**src/hw/rtl/lmls_pkg.sv**
```systemverilog
// ----------------------------------------------------------------------------
// lmls_pkg
// Types and constants shared by the LCD mode/line sequencer modules.
// ----------------------------------------------------------------------------
package lmls_pkg;

	localparam int unsigned DOT_W = 10;
	localparam int unsigned LINE_W = 8;

	typedef enum logic [1:0] {
		MODE_HBLANK = 2'd0,
		MODE_VBLANK = 2'd1,
		MODE_OAM    = 2'd2,
		MODE_DRAW   = 2'd3
	} mode_t;

	typedef enum logic [1:0] {
		REG_LCD_ENABLE   = 2'd0,
		REG_STAT_ENABLES = 2'd1,
		REG_LINE_COMPARE = 2'd2,
		REG_DOUBLE_SPEED = 2'd3
	} reg_idx_t;

	// mode lengths in dots, single speed
	localparam logic [DOT_W-1:0] DOTS_HBLANK = 10'd204;
	localparam logic [DOT_W-1:0] DOTS_VBLANK = 10'd456;
	localparam logic [DOT_W-1:0] DOTS_OAM    = 10'd80;
	localparam logic [DOT_W-1:0] DOTS_DRAW   = 10'd172;

	localparam logic [LINE_W-1:0] LAST_DRAWN_LINE  = 8'd143;
	localparam logic [LINE_W-1:0] VBLANK_WRAP_LINE = 8'd153;
	localparam logic [LINE_W-1:0] RESET_LINE       = 8'h91;
	localparam logic [DOT_W-1:0]  RESET_DOTS       = 10'd200;

	// STAT enable bits
	localparam int unsigned STAT_HBLANK = 0;
	localparam int unsigned STAT_VBLANK = 1;
	localparam int unsigned STAT_OAM    = 2;
	localparam int unsigned STAT_LYC    = 3;

	typedef struct packed {
		logic             mode_end;
		logic [DOT_W-1:0] dots;
	} dot_res_t;

endpackage

```
**src/hw/rtl/lcd_mode_line_sequencer.sv**
```systemverilog
// ----------------------------------------------------------------------------
// lcd_mode_line_sequencer
// LCD mode and line sequencer: while the LCD is enabled, advances the dots by the
// clocks of each transaction rounded down to a multiple of 4, and reports mode, line and the interrupts raised.
// ----------------------------------------------------------------------------
//  channel   | dir | payload
//  s_axis    | in  | tdata[5:0] clocks
//  m_axis    | out | tdata mode, line, vblank_irq, stat_irq, line_drawn
//  cfg       | in  | cfg_addr register index, cfg_wdata value
//
//  After acceptance a transaction runs its ticks through the shared dot unit,
//  then loads the output register and returns to idle; the next transaction
//  can be accepted only once the block is idle again.
//  s_tready is high only while idle; a held result stalls the block in its
//  final cycle until the output register frees up.
//  Reset: mode VBlank, line 145, dot count 200, no pending compare.
// ----------------------------------------------------------------------------
module lcd_mode_line_sequencer (
	input  logic        clk,
	input  logic        arst_n,
	input  logic        s_tvalid,
	output logic        s_tready,
	input  logic [7:0]  s_tdata,    // [5:0] clocks, [7:6] zero
	output logic        m_tvalid,
	input  logic        m_tready,
	output logic [15:0] m_tdata,    // [1:0] mode, [9:2] line, [10] vblank_irq,
	                                // [11] stat_irq, [12] line_drawn, [15:13] zero
	input  logic        cfg_we,
	input  logic [1:0]  cfg_addr,
	input  logic [7:0]  cfg_wdata
);

	typedef enum logic [1:0] {
		ST_IDLE = 2'b01,
		ST_RUN  = 2'b10
	} state_t;

	state_t state_q;

	logic                        lcd_enable_q;
	logic [3:0]                  stat_en_q;
	logic [lmls_pkg::LINE_W-1:0] line_compare_q;
	logic                        double_speed_q;

	lmls_pkg::mode_t             mode_q;
	logic [lmls_pkg::LINE_W-1:0] line_q;
	logic [lmls_pkg::DOT_W-1:0]  dots_q;
	logic                        pending_q;
	logic [3:0]                  ticks_q;
	logic                        vbl_acc_q;
	logic                        stat_acc_q;
	logic                        drawn_acc_q;

	logic        out_valid_q;
	logic [15:0] out_data_q;

	lmls_pkg::dot_res_t dres;

	lmls_dot_unit u_dot (
		.dots         (dots_q),
		.mode         (mode_q),
		.double_speed (double_speed_q),
		.res          (dres)
	);

	// next-state of one tick
	lmls_pkg::mode_t             mode_n;
	logic [lmls_pkg::LINE_W-1:0] line_n;
	logic [lmls_pkg::LINE_W-1:0] line_inc;
	logic                        line_chg;
	logic                        vbl_t;
	logic                        stat_t;
	logic                        drawn_t;
	logic                        pend_set;
	logic                        lyc_fire;
	logic                        tick;
	logic                        finish;
	logic                        s_hs;

	assign s_hs     = s_tvalid && s_tready;
	assign s_tready = (state_q == ST_IDLE);
	assign tick     = (state_q == ST_RUN) && (ticks_q != 4'd0);
	assign finish   = (state_q == ST_RUN) && (ticks_q == 4'd0) &&
	                  (!out_valid_q || m_tready);
	assign line_inc = line_q + lmls_pkg::LINE_W'(1);

	always_comb begin
		mode_n   = mode_q;
		line_n   = line_q;
		line_chg = 1'b0;
		vbl_t    = 1'b0;
		stat_t   = 1'b0;
		drawn_t  = 1'b0;
		if (dres.mode_end) begin
			case (mode_q)
				lmls_pkg::MODE_HBLANK: begin
					line_n   = line_inc;
					line_chg = 1'b1;
					if (line_inc > lmls_pkg::LAST_DRAWN_LINE) begin
						mode_n = lmls_pkg::MODE_VBLANK;
						vbl_t  = 1'b1;
						stat_t = stat_en_q[lmls_pkg::STAT_VBLANK];
					end else begin
						mode_n = lmls_pkg::MODE_OAM;
						stat_t = stat_en_q[lmls_pkg::STAT_OAM];
					end
				end
				lmls_pkg::MODE_OAM: begin
					mode_n = lmls_pkg::MODE_DRAW;
				end
				lmls_pkg::MODE_DRAW: begin
					mode_n  = lmls_pkg::MODE_HBLANK;
					drawn_t = 1'b1;
					stat_t  = stat_en_q[lmls_pkg::STAT_HBLANK];
				end
				default: begin
					if (line_q == '0) begin
						mode_n = lmls_pkg::MODE_OAM;
						stat_t = stat_en_q[lmls_pkg::STAT_OAM];
					end else begin
						// line 153 reads as 0
						line_n   = (line_inc == lmls_pkg::VBLANK_WRAP_LINE) ? '0 : line_inc;
						line_chg = 1'b1;
					end
				end
			endcase
		end
	end

	assign pend_set = line_chg && (line_n == line_compare_q);
	assign lyc_fire = stat_en_q[lmls_pkg::STAT_LYC] && (pending_q || pend_set);

	always_ff @(posedge clk or negedge arst_n) begin
		if (!arst_n) begin
			lcd_enable_q   <= 1'b1;
			stat_en_q      <= '0;
			line_compare_q <= '0;
			double_speed_q <= 1'b0;
		end else if (cfg_we) begin
			case (cfg_addr)
				lmls_pkg::REG_LCD_ENABLE:   lcd_enable_q   <= cfg_wdata[0];
				lmls_pkg::REG_STAT_ENABLES: stat_en_q      <= cfg_wdata[3:0];
				lmls_pkg::REG_LINE_COMPARE: line_compare_q <= cfg_wdata;
				lmls_pkg::REG_DOUBLE_SPEED: double_speed_q <= cfg_wdata[0];
				default: ;
			endcase
		end
	end

	always_ff @(posedge clk or negedge arst_n) begin
		if (!arst_n) begin
			state_q     <= ST_IDLE;
			mode_q      <= lmls_pkg::MODE_VBLANK;
			line_q      <= lmls_pkg::RESET_LINE;
			dots_q      <= lmls_pkg::RESET_DOTS;
			pending_q   <= 1'b0;
			ticks_q     <= '0;
			vbl_acc_q   <= 1'b0;
			stat_acc_q  <= 1'b0;
			drawn_acc_q <= 1'b0;
			out_valid_q <= 1'b0;
		end else begin
			// a new result may replace the one leaving in the same cycle
			if (finish) begin
				out_valid_q <= 1'b1;
			end else if (m_tvalid && m_tready) begin
				out_valid_q <= 1'b0;
			end
			case (state_q)
				ST_IDLE: begin
					if (s_hs) begin
						ticks_q     <= s_tdata[5:2];
						vbl_acc_q   <= 1'b0;
						stat_acc_q  <= 1'b0;
						drawn_acc_q <= 1'b0;
						state_q     <= ST_RUN;
					end
				end
				ST_RUN: begin
					if (tick) begin
						ticks_q <= ticks_q - 4'd1;
						if (lcd_enable_q) begin
							dots_q      <= dres.dots;
							mode_q      <= mode_n;
							line_q      <= line_n;
							pending_q   <= (pending_q || pend_set) && !lyc_fire;
							vbl_acc_q   <= vbl_acc_q || vbl_t;
							stat_acc_q  <= stat_acc_q || stat_t || lyc_fire;
							drawn_acc_q <= drawn_acc_q || drawn_t;
						end
					end else if (finish) begin
						state_q <= ST_IDLE;
					end
				end
				default: state_q <= ST_IDLE;
			endcase
		end
	end

	always_ff @(posedge clk) begin
		if (finish) begin
			out_data_q <= {3'b000, drawn_acc_q, stat_acc_q, vbl_acc_q, line_q, mode_q};
		end
	end

	assign m_tvalid = out_valid_q;
	assign m_tdata  = out_data_q;

`ifndef SYNTHESIS
	a_accept_runs: assert property (@(posedge clk) disable iff (!arst_n)
		s_tvalid && s_tready |=> state_q == ST_RUN)
		else $error("accepted transaction did not start the sequencer");

	a_finish_loads: assert property (@(posedge clk) disable iff (!arst_n)
		finish |=> m_tvalid && state_q == ST_IDLE)
		else $error("finished transaction did not load the output register");

	a_vblank_line: assert property (@(posedge clk) disable iff (!arst_n)
		mode_q == lmls_pkg::MODE_VBLANK |->
		line_q == '0 || line_q > lmls_pkg::LAST_DRAWN_LINE)
		else $error("VBlank mode on a drawn line");

	a_no_drop: assert property (@(posedge clk) disable iff (!arst_n)
		m_tvalid && !m_tready |=> m_tvalid && $stable(m_tdata))
		else $error("pending result lost or changed");
`endif

endmodule

```
**src/hw/rtl/lmls_dot_unit.sv**
```systemverilog
// ----------------------------------------------------------------------------
// lmls_dot_unit
// Shared dot arithmetic: advance the dot counter by one tick, compare with the
// current mode length and take that length off when the mode ends.
// ----------------------------------------------------------------------------
module lmls_dot_unit (
	input  logic [lmls_pkg::DOT_W-1:0] dots,
	input  lmls_pkg::mode_t            mode,
	input  logic                       double_speed,
	output lmls_pkg::dot_res_t         res
);

	logic [lmls_pkg::DOT_W-1:0] base;
	logic [lmls_pkg::DOT_W-1:0] limit;
	logic [lmls_pkg::DOT_W-1:0] sum;

	always_comb begin
		case (mode)
			lmls_pkg::MODE_HBLANK: base = lmls_pkg::DOTS_HBLANK;
			lmls_pkg::MODE_OAM:    base = lmls_pkg::DOTS_OAM;
			lmls_pkg::MODE_DRAW:   base = lmls_pkg::DOTS_DRAW;
			default:               base = lmls_pkg::DOTS_VBLANK;
		endcase
	end

	// double speed: 912 still fits the counter
	assign limit = double_speed ? {base[lmls_pkg::DOT_W-2:0], 1'b0} : base;
	assign sum   = dots + lmls_pkg::DOT_W'(4);

	always_comb begin
		res.mode_end = (sum >= limit);
		res.dots     = res.mode_end ? (sum - limit) : sum;
	end

endmodule
```
**config.mk**
```make
export PLATFORM = sky130hd
export DESIGN_NAME = lcd_mode_line_sequencer
export DESIGN_NICKNAME = d
export VERILOG_FILES = /design/src/hw/rtl/lmls_pkg.sv /design/src/hw/rtl/lcd_mode_line_sequencer.sv /design/src/hw/rtl/lmls_dot_unit.sv
export SDC_FILE = /design/constraint.sdc
export NUM_CORES = 1
export LEC_CHECK = 0
export BUFFER_PORTS_ARGS = -buffer_cell sky130_fd_sc_hd__buf_2
export CELL_PAD_IN_SITES_DETAIL_PLACEMENT = 1
export CELL_PAD_IN_SITES_GLOBAL_PLACEMENT = 1
export CORE_ASPECT_RATIO = 0.9
export CORE_MARGIN = 4
export CORE_UTILIZATION = 50
export DETAILED_ROUTE_END_ITERATION = 8
export PLACE_DENSITY = 0.95
export SYNTH_ARGS = -nofsm -noshare
export SYNTH_HDL_FRONTEND = slang
export SYNTH_HIERARCHICAL = 1
export SYNTH_SLANG_ARGS = --single-unit
```
**constraint.sdc**
```tcl
create_clock -name clk -period 7.6 [get_ports clk]
set_input_delay 0.38 -clock clk [delete_from_list [all_inputs] [get_ports clk]]
set_output_delay 0.38 -clock clk [all_outputs]
set_load 0.03 [all_outputs]
```
==> impl_metrics.json, run 1 <==
{
  "syn_inst": 390,
  "path_clk_slew_ns": 0.08,
  "via_count": 3164,
  "yosys.cell_types.count": 71,
  "regArea_um2": 1530,
  "worst_pin_slew_ns": 1.20,
  "synthMuxAreaShare_pct": 7.61,
  "yosys.area_share.simple_pct": 20.2,
  "grt_pass1_wl_um": 17700,
  "synth-compound-area-share_pct": 14.9,
  "ys_seq_elements": 58,
  "worstSetupStartpointType": "flop",
  "max_slew_margin_pct": 19.9,
  "yosysSeqAreaShare_pct": 40.6,
  "initial_utilization_pct": 52.4,
  "final_layout_size_suffix_gt1_share_pct": 23.6,
  "area_growth_pct": 10.6,
  "cts_root_buf": "clkbuf_8",
  "clock.fmax_mhz": 212,
  "core_um2": 7180,
  "cts.sinks": 58,
  "cts_buffers": 9,
  "synth.largest_area_cell": "dfrtp_1",
  "ys_top_cells_by_area": "dfrtp_1 24%, edfxtp_1 10%, nand2_1 6.4%",
  "drc": 0,
  "yosysMostFrequentCell": "nand2_1",
  "fin_skew_ns": 0.00890,
  "grt_max_degree": 46,
  "setup_viol": 0,
  "final.setup.tns_ns": 0,
  "yosysTopAreaCellShare_pct": 23.9,
  "synth_fa_ha_area_share_pct": 6.18,
  "cp-end-kind": "flop",
  "die_w_um": 99.5,
  "path_max_fanout": 15,
  "routedWlPerCell_um": 21.2,
  "final_util_pct": 57.9,
  "p_int_mw": 0.726,
  "synth_edf_count": 13,
  "drt_iter0_drc": 220,
  "min_period_over_period_pct": 62.1,
  "antenna_found_initial": 0,
  "sequentialPowerShare_pct": 37.2,
  "num_rows": 29,
  "path_class": "flop to flop",
  "die_h_um": 90.3,
  "combPwrFrac_pct": 30.9,
  "grt_use_total_pct": 25.1,
  "wl_um": 10900,
  "antenna_left": 0,
  "syn_area_per_cell_um2": 9.65,
  "overflow": 0,
  "dr.pass1.iters": 5,
  "die_area_um2": 8980,
  "syn_area_um2": 3760,
  "hold_violations": 0,
  "ctsHoldBuffers": 0,
  "p_switching_mw": 0.388,
  "cts_tree": "yes",
  "power_density_nw_per_um2": 268,
  "ir_worst_vdd_mv": 0.173,
  "finalMaxSlewViolations": 0,
  "vias_per_cell": 6.18,
  "grt_setup_unrepaired": "no",
  "ctsHtreeMaxLevel": 3,
  "period_minus_slack_ns": 4.72,
  "status": "finished, final reports clean",
  "hold_path.class": "input pin to asynchronous set/reset pin",
  "clk_latency_ns": 0.35,
  "synth_top_family_by_area": "simple AND/OR/NAND/NOR gates",
  "critPathArrivalTime_ns": 4.98,
  "grt_pass1_vias": 3451,
  "netlist_top_cells_count": "64 x nand2_1, 36 x dfrtp_1, 21 x a21oi_1, 21 x nor2_1",
  "place_hpwl_um": 6980,
  "ys.flop_type": "dfrtp_1",
  "n_fill_cell": 811,
  "power_mw": 1.11,
  "critPathRequiredTime_ns": 7.86,
  "synth_xor_area_share_pct": 5.12,
  "cts.repair.resized": 0,
  "post-cts-setup-buffer-count": 0,
  "place_congestion": 0.865,
  "cap_violations": 0,
  "fin_nets": 455,
  "num_io_pins": 41,
  "yosys_warnings": 6,
  "clockBufferDepth": 2,
  "cellLeakagePower_nw": 1.76,
  "io_buffer_count": 33,
  "synthArstFlopShare_pct": 77.6,
  "antennaDiodeCount": 0,
  "clkPwrFrac_pct": 31.9,
  "multi_input_comb_area_um2": 2040,
  "p_sw_share_pct": 34.8
}
==> registers in the layout (all words and copies together), names as in the netlist, 2 cells and up <==
| register | flops |
|---|---|
| ticks_q | 4 |
| m_tdata | 13 |
| line_compare_q | 8 |
| mode_q | 2 |
| stat_en_q | 4 |
| dots_q | 10 |
| line_q | 8 |
| state_q | 2 |
==> path summary, 6_finish.rpt <==
path	start	to	slack (ns)	cells past startpoint
max	mode_q[0]$_DFFE_PN1P_	pending_q$_DFFE_PN0P_	2.88	17
min in group clk	cfg_wdata[7]	line_compare_q[7]$_DFFE_PN0P_	0.26	2
max in group asynchronous	arst_n	dots_q[9]$_DFFE_PN0P_	6.74	1
min	arst_n	m_tvalid$_DFFE_PN0P_	0.22	1
min reg2reg	dots_q[6]$_DFFE_PN1P_	dots_q[6]$_DFFE_PN1P_	0.48	2
max reg2reg	mode_q[0]$_DFFE_PN1P_	pending_q$_DFFE_PN0P_	2.88	17
==> cell type report <==
class | count | area share [%]
multi-input cells | 296 | 49.1
clock buffers | 9 | 2.98
well taps | 93 | 2.80
repair buffers | 36 | 4.51
inverters | 13 | 1.17
flip-flops and latches | 58 | 36.7
clock inverters | 7 | 2.80
==> logic make-up (layout without fill, tap and decap cells) <==
group,after synthesis,after routing
xor+xnor,22,22
compound gates,79,79
simple gates,149,149
mux,25,25
buf+inv,38,65
flops,58,58
other cells,1,3
fa+ha+maj,18,18
==> through the flow <==
| stage | std cells | worst slack (ns) | area (µm²) | hold slack, ns |
|---|---|---|---|---|
| 6_report | 512 | 2.88 | 4160 | 0.216 |
| 5_1_grt | 512 | 2.73 | 4160 | 0.272 |
| 4_1_cts | 512 | 2.94 | 4160 | 0.238 |
| 3_5_place_dp | 496 | 3.00 | 3920 | 0.448 |
| 3_3_place_gp | 496 | 3.18 | 3920 | 0.433 |
| 2_1_floorplan | 392 | 3.73 | 3770 | 0.0844 |
==> placed cells by master, fill, tap and decap left out, types with 11 or more instances in the layout <==
cell type  instances
inv_1             13
nand2_1           64
ha_1              17
dfrtp_1           36
edfxtp_1          13
xnor2_1           14
a21oi_1           21
nor2_1            21
mux2_2            17
o21ai_0           16
buf_2             33
nand3_1           11
==> critical path, cell delays in order, from the launching register on <==
cell	delay, ns
dfstp_2	0.73
inv_1	0.12
ha_1	0.33
nor2b_1	0.16
ha_1	0.17
inv_1	0.06
fa_1	0.42
a21o_1	0.22
a221oi_2	0.31
o221ai_2	0.14
buf_4	0.22
nand2b_1	0.36
nor3_1	0.15
xnor2_1	0.20
mux2i_1	0.26
o2111ai_1	0.15
or4_4	0.47
o31ai_4	0.17
==> power groups by stage <==
stage          clock network (mW)  registers (mW)  logic [mW]
4_1_cts                     0.358           0.412       0.342
2_1_floorplan                   0           0.406       0.248
3_3_place_gp                    0           0.409       0.305
5_1_grt                     0.373           0.419       0.375
6_report                    0.356           0.414       0.344
3_5_place_dp                    0           0.417       0.330
==> routing by layer <==
metal | global-route usage [%] | share of wire, % | up-vias | routed length (µm)
li1 | - | - | 1429 | -
met5 | 0 | 0 | - | 0
met1 | 31.0 | 41 | 1572 | 4420
met2 | 41.4 | 50 | 127 | 5430
met3 | 4.86 | 5.9 | 36 | 637
met4 | 12.7 | 3.5 | 0 | 375
No activity file was read; power rests on OpenSTA's default activity.
==> inputs of run 2 (changes only) <==
--- a/config.mk
+++ b/config.mk
@@ -10,9 +10,9 @@
 export CELL_PAD_IN_SITES_GLOBAL_PLACEMENT = 1
 export CORE_ASPECT_RATIO = 0.9
 export CORE_MARGIN = 4
-export CORE_UTILIZATION = 50
+export CORE_UTILIZATION = 42
 export DETAILED_ROUTE_END_ITERATION = 8
-export PLACE_DENSITY = 0.95
+export PLACE_DENSITY = 0.86
 export SYNTH_ARGS = -nofsm -noshare
 export SYNTH_HDL_FRONTEND = slang
 export SYNTH_HIERARCHICAL = 1
==> constraint.sdc (replaced) <==
create_clock -name clk -period 4 [get_ports clk]
set_input_delay 0.2 -clock clk [delete_from_list [all_inputs] [get_ports clk]]
set_output_delay 0.2 -clock clk [all_outputs]
set_load 0.03 [all_outputs]
==> run 2 against run 1 <==
Net effect: largest power group unchanged; critical endpoint unchanged; maximum frequency is 20% higher; global-route usage shrank 5.3 points; sequential power increased by 88%; via count decreased by 1.6%.
==> impl_metrics.json, run 2 (synthesized netlist as in run 1, its figures left out) <==
{
  "top_layer_used": "met4",
  "dp.cells": 526,
  "grt_max_degree": 46,
  "wl_met2_um": 5180,
  "fin_nets": 466,
  "critPathArrivalTime_ns": 4.19,
  "place_hpwl_um": 7040,
  "cellLeakagePower_nw": 1.82,
  "status": "finished, final reports clean",
  "mostFrequentLayoutCell": "nand2_1",
  "fin_ws_ns": 0.0643,
  "initial_utilization_pct": 43.5,
  "finalMaxSlewViolations": 0,
  "antennaDiodeCount": 0,
  "path_class": "flop to flop",
  "cts_tree": "yes",
  "grt_pass1_vias": 3254,
  "r2r_setup_slack_ns": 0.06,
  "path_clk_slew_ns": 0.07,
  "cap_violations": 0,
  "die_h_um": 97.8,
  "holdWs_ns": 0.0299,
  "place_area_um2": 3990,
  "num_io_pins": 41,
  "wl_met3_um": 557,
  "wl_met1_um": 4430,
  "cts_root_buf": "clkbuf_8",
  "antenna_left": 0,
  "grt_setup_unrepaired": "yes",
  "place_congestion": 0.860,
  "final_cell_mix": "64 x nand2_1, 36 x dfrtp_1, 33 x buf_2",
  "crit_end": "pending_q$_DFFE_PN0P_",
  "rr_worst_depth": 16,
  "io_buffer_count": 33,
  "power_density_nw_per_um2": 502,
  "wl_um": 10400,
  "antenna_found_initial": 0,
  "period_minus_slack_ns": 3.94,
  "die_area_um2": 10500,
  "hold_violations": 0,
  "area_growth_pct": 15.3,
  "grt_use_total_pct": 19.8,
  "die_w_um": 108,
  "largest_register_ffs": 13,
  "fin_skew_ns": 0.0171,
  "drt_iter0_drc": 176,
  "worstSetupStartpointType": "flop",
  "min_period_over_period_pct": 98.4,
  "final_layout_size_suffix_gt1_share_pct": 27.7,
  "path_max_fanout": 4,
  "ctsHtreeMaxLevel": 3,
  "vias_per_cell": 5.67,
  "worstReg2RegStart": "mode_q[0]$_DFFE_PN1P_",
  "clockBufferDepth": 2,
  "drc": 0,
  "grt_pass1_wl_um": 16400,
  "clock.fmax_mhz": 254,
  "via_count": 3112,
  "final_area_um2": 4340,
  "max_slew_margin_pct": 31.6,
  "setup_viol": 0,
  "dr.pass1.iters": 4,
  "power_mw": 2.18,
  "overflow": 0,
  "r2r_end": "pending_q$_DFFE_PN0P_",
  "cts_buffers": 9,
  "worst_pin_slew_ns": 1.03,
  "final_cell_count_no_fill": 549,
  "dp_slack_ns": -0.00640,
  "routedWlPerCell_um": 19.0,
  "ir_worst_vdd_mv": 0.342,
  "clk_latency_ns": 0.35,
  "cp-end-kind": "flop",
  "core_um2": 8650,
  "num_rows": 32,
  "critPathRequiredTime_ns": 4.25,
  "hold_path.class": "input pin to asynchronous set/reset pin",
  "cts.sinks": 58,
  "crit_path_start": "mode_q[0]$_DFFE_PN1P_"
}
[run 2: changes by cell type in the layout (fill, tap and decap cells not counted), sizes merged]
cell	change
buf	+11
clkbuf	+3
clkinv	-1
clkinvlp	-1
inv	-1
[run 2: layout make-up]
cell class                 instances  area [µm²]
clock buffer                      12         145
clock inverter                     4        98.8
fill                            1018        4310
inverter                          13        48.8
multi-input combinational        296        2100
sequential                        58        1530
tap                              119         149
timing repair buffer              47         270
[run 2: what timing repair did]
| action | 4_1_cts | 5_1_grt |
|---|---|---|
| hold buffers | 0 | 0 |
| endpoints found under the hold margin | 0 | 0 |
| gates resized for setup | 2 | 11 |
| endpoints found under the setup margin | 2 | 2 |
| setup buffers | 1 | 6 |
| pin swaps | 2 | 4 |
[run 2: how the worst min path moves through the flow]
stage,startpoint,end,slack (ns),cells after the start
floorplan,arst_n,dots_q[0]$_DFFE_PN0P_,-0.1,0
global placement,arst_n,dots_q[5]$_DFFE_PN0P_,0.42,1
detailed placement,arst_n,dots_q[5]$_DFFE_PN0P_,0.43,1
CTS,arst_n,dots_q[5]$_DFFE_PN0P_,0.06,1
global route,cfg_wdata[4],line_compare_q[4]$_DFFE_PN0P_,0.08,2
finish,arst_n,dots_q[5]$_DFFE_PN0P_,0.03,1
[run 2: per-layer routing]
layer | global-route usage [%] | vias up
li1 | - | 1446
met1 | 25.1 | 1552
met2 | 32.1 | 91
met3 | 4.82 | 23
met4 | 8.74 | 0
met5 | 0 | -
[run 2: power breakdown]
group / internal, mW / switching (mW)
Clock: 0.433 / 0.256
Sequential: 0.693 / 0.0860
Combinational: 0.330 / 0.382
[run 2: per-stage QoR]
step | setup TNS (ns) | util (%)
floorplan | 0 | -
global placement | 0 | 46.1
detailed placement | -0.00640 | 46.1
finish | 0 | 50.2
global route | -0.121 | 50.2
CTS | 0 | 49.0
[run 2: worst max-delay path, stage by stage (launching register included)]
cell and delay (ns):
dfstp_2 0.55, inv_2 0.06, ha_4 0.28, nor2b_4 0.14, ha_2 0.18, inv_1 0.06, fa_2 0.35, a21o_1 0.19
a221oi_2 0.32, o221ai_2 0.15, nand2b_1 0.20, nor3_2 0.08, xnor2_1 0.22, mux2i_1 0.26, o2111ai_1 0.15, or4_4 0.47
o31ai_4 0.18
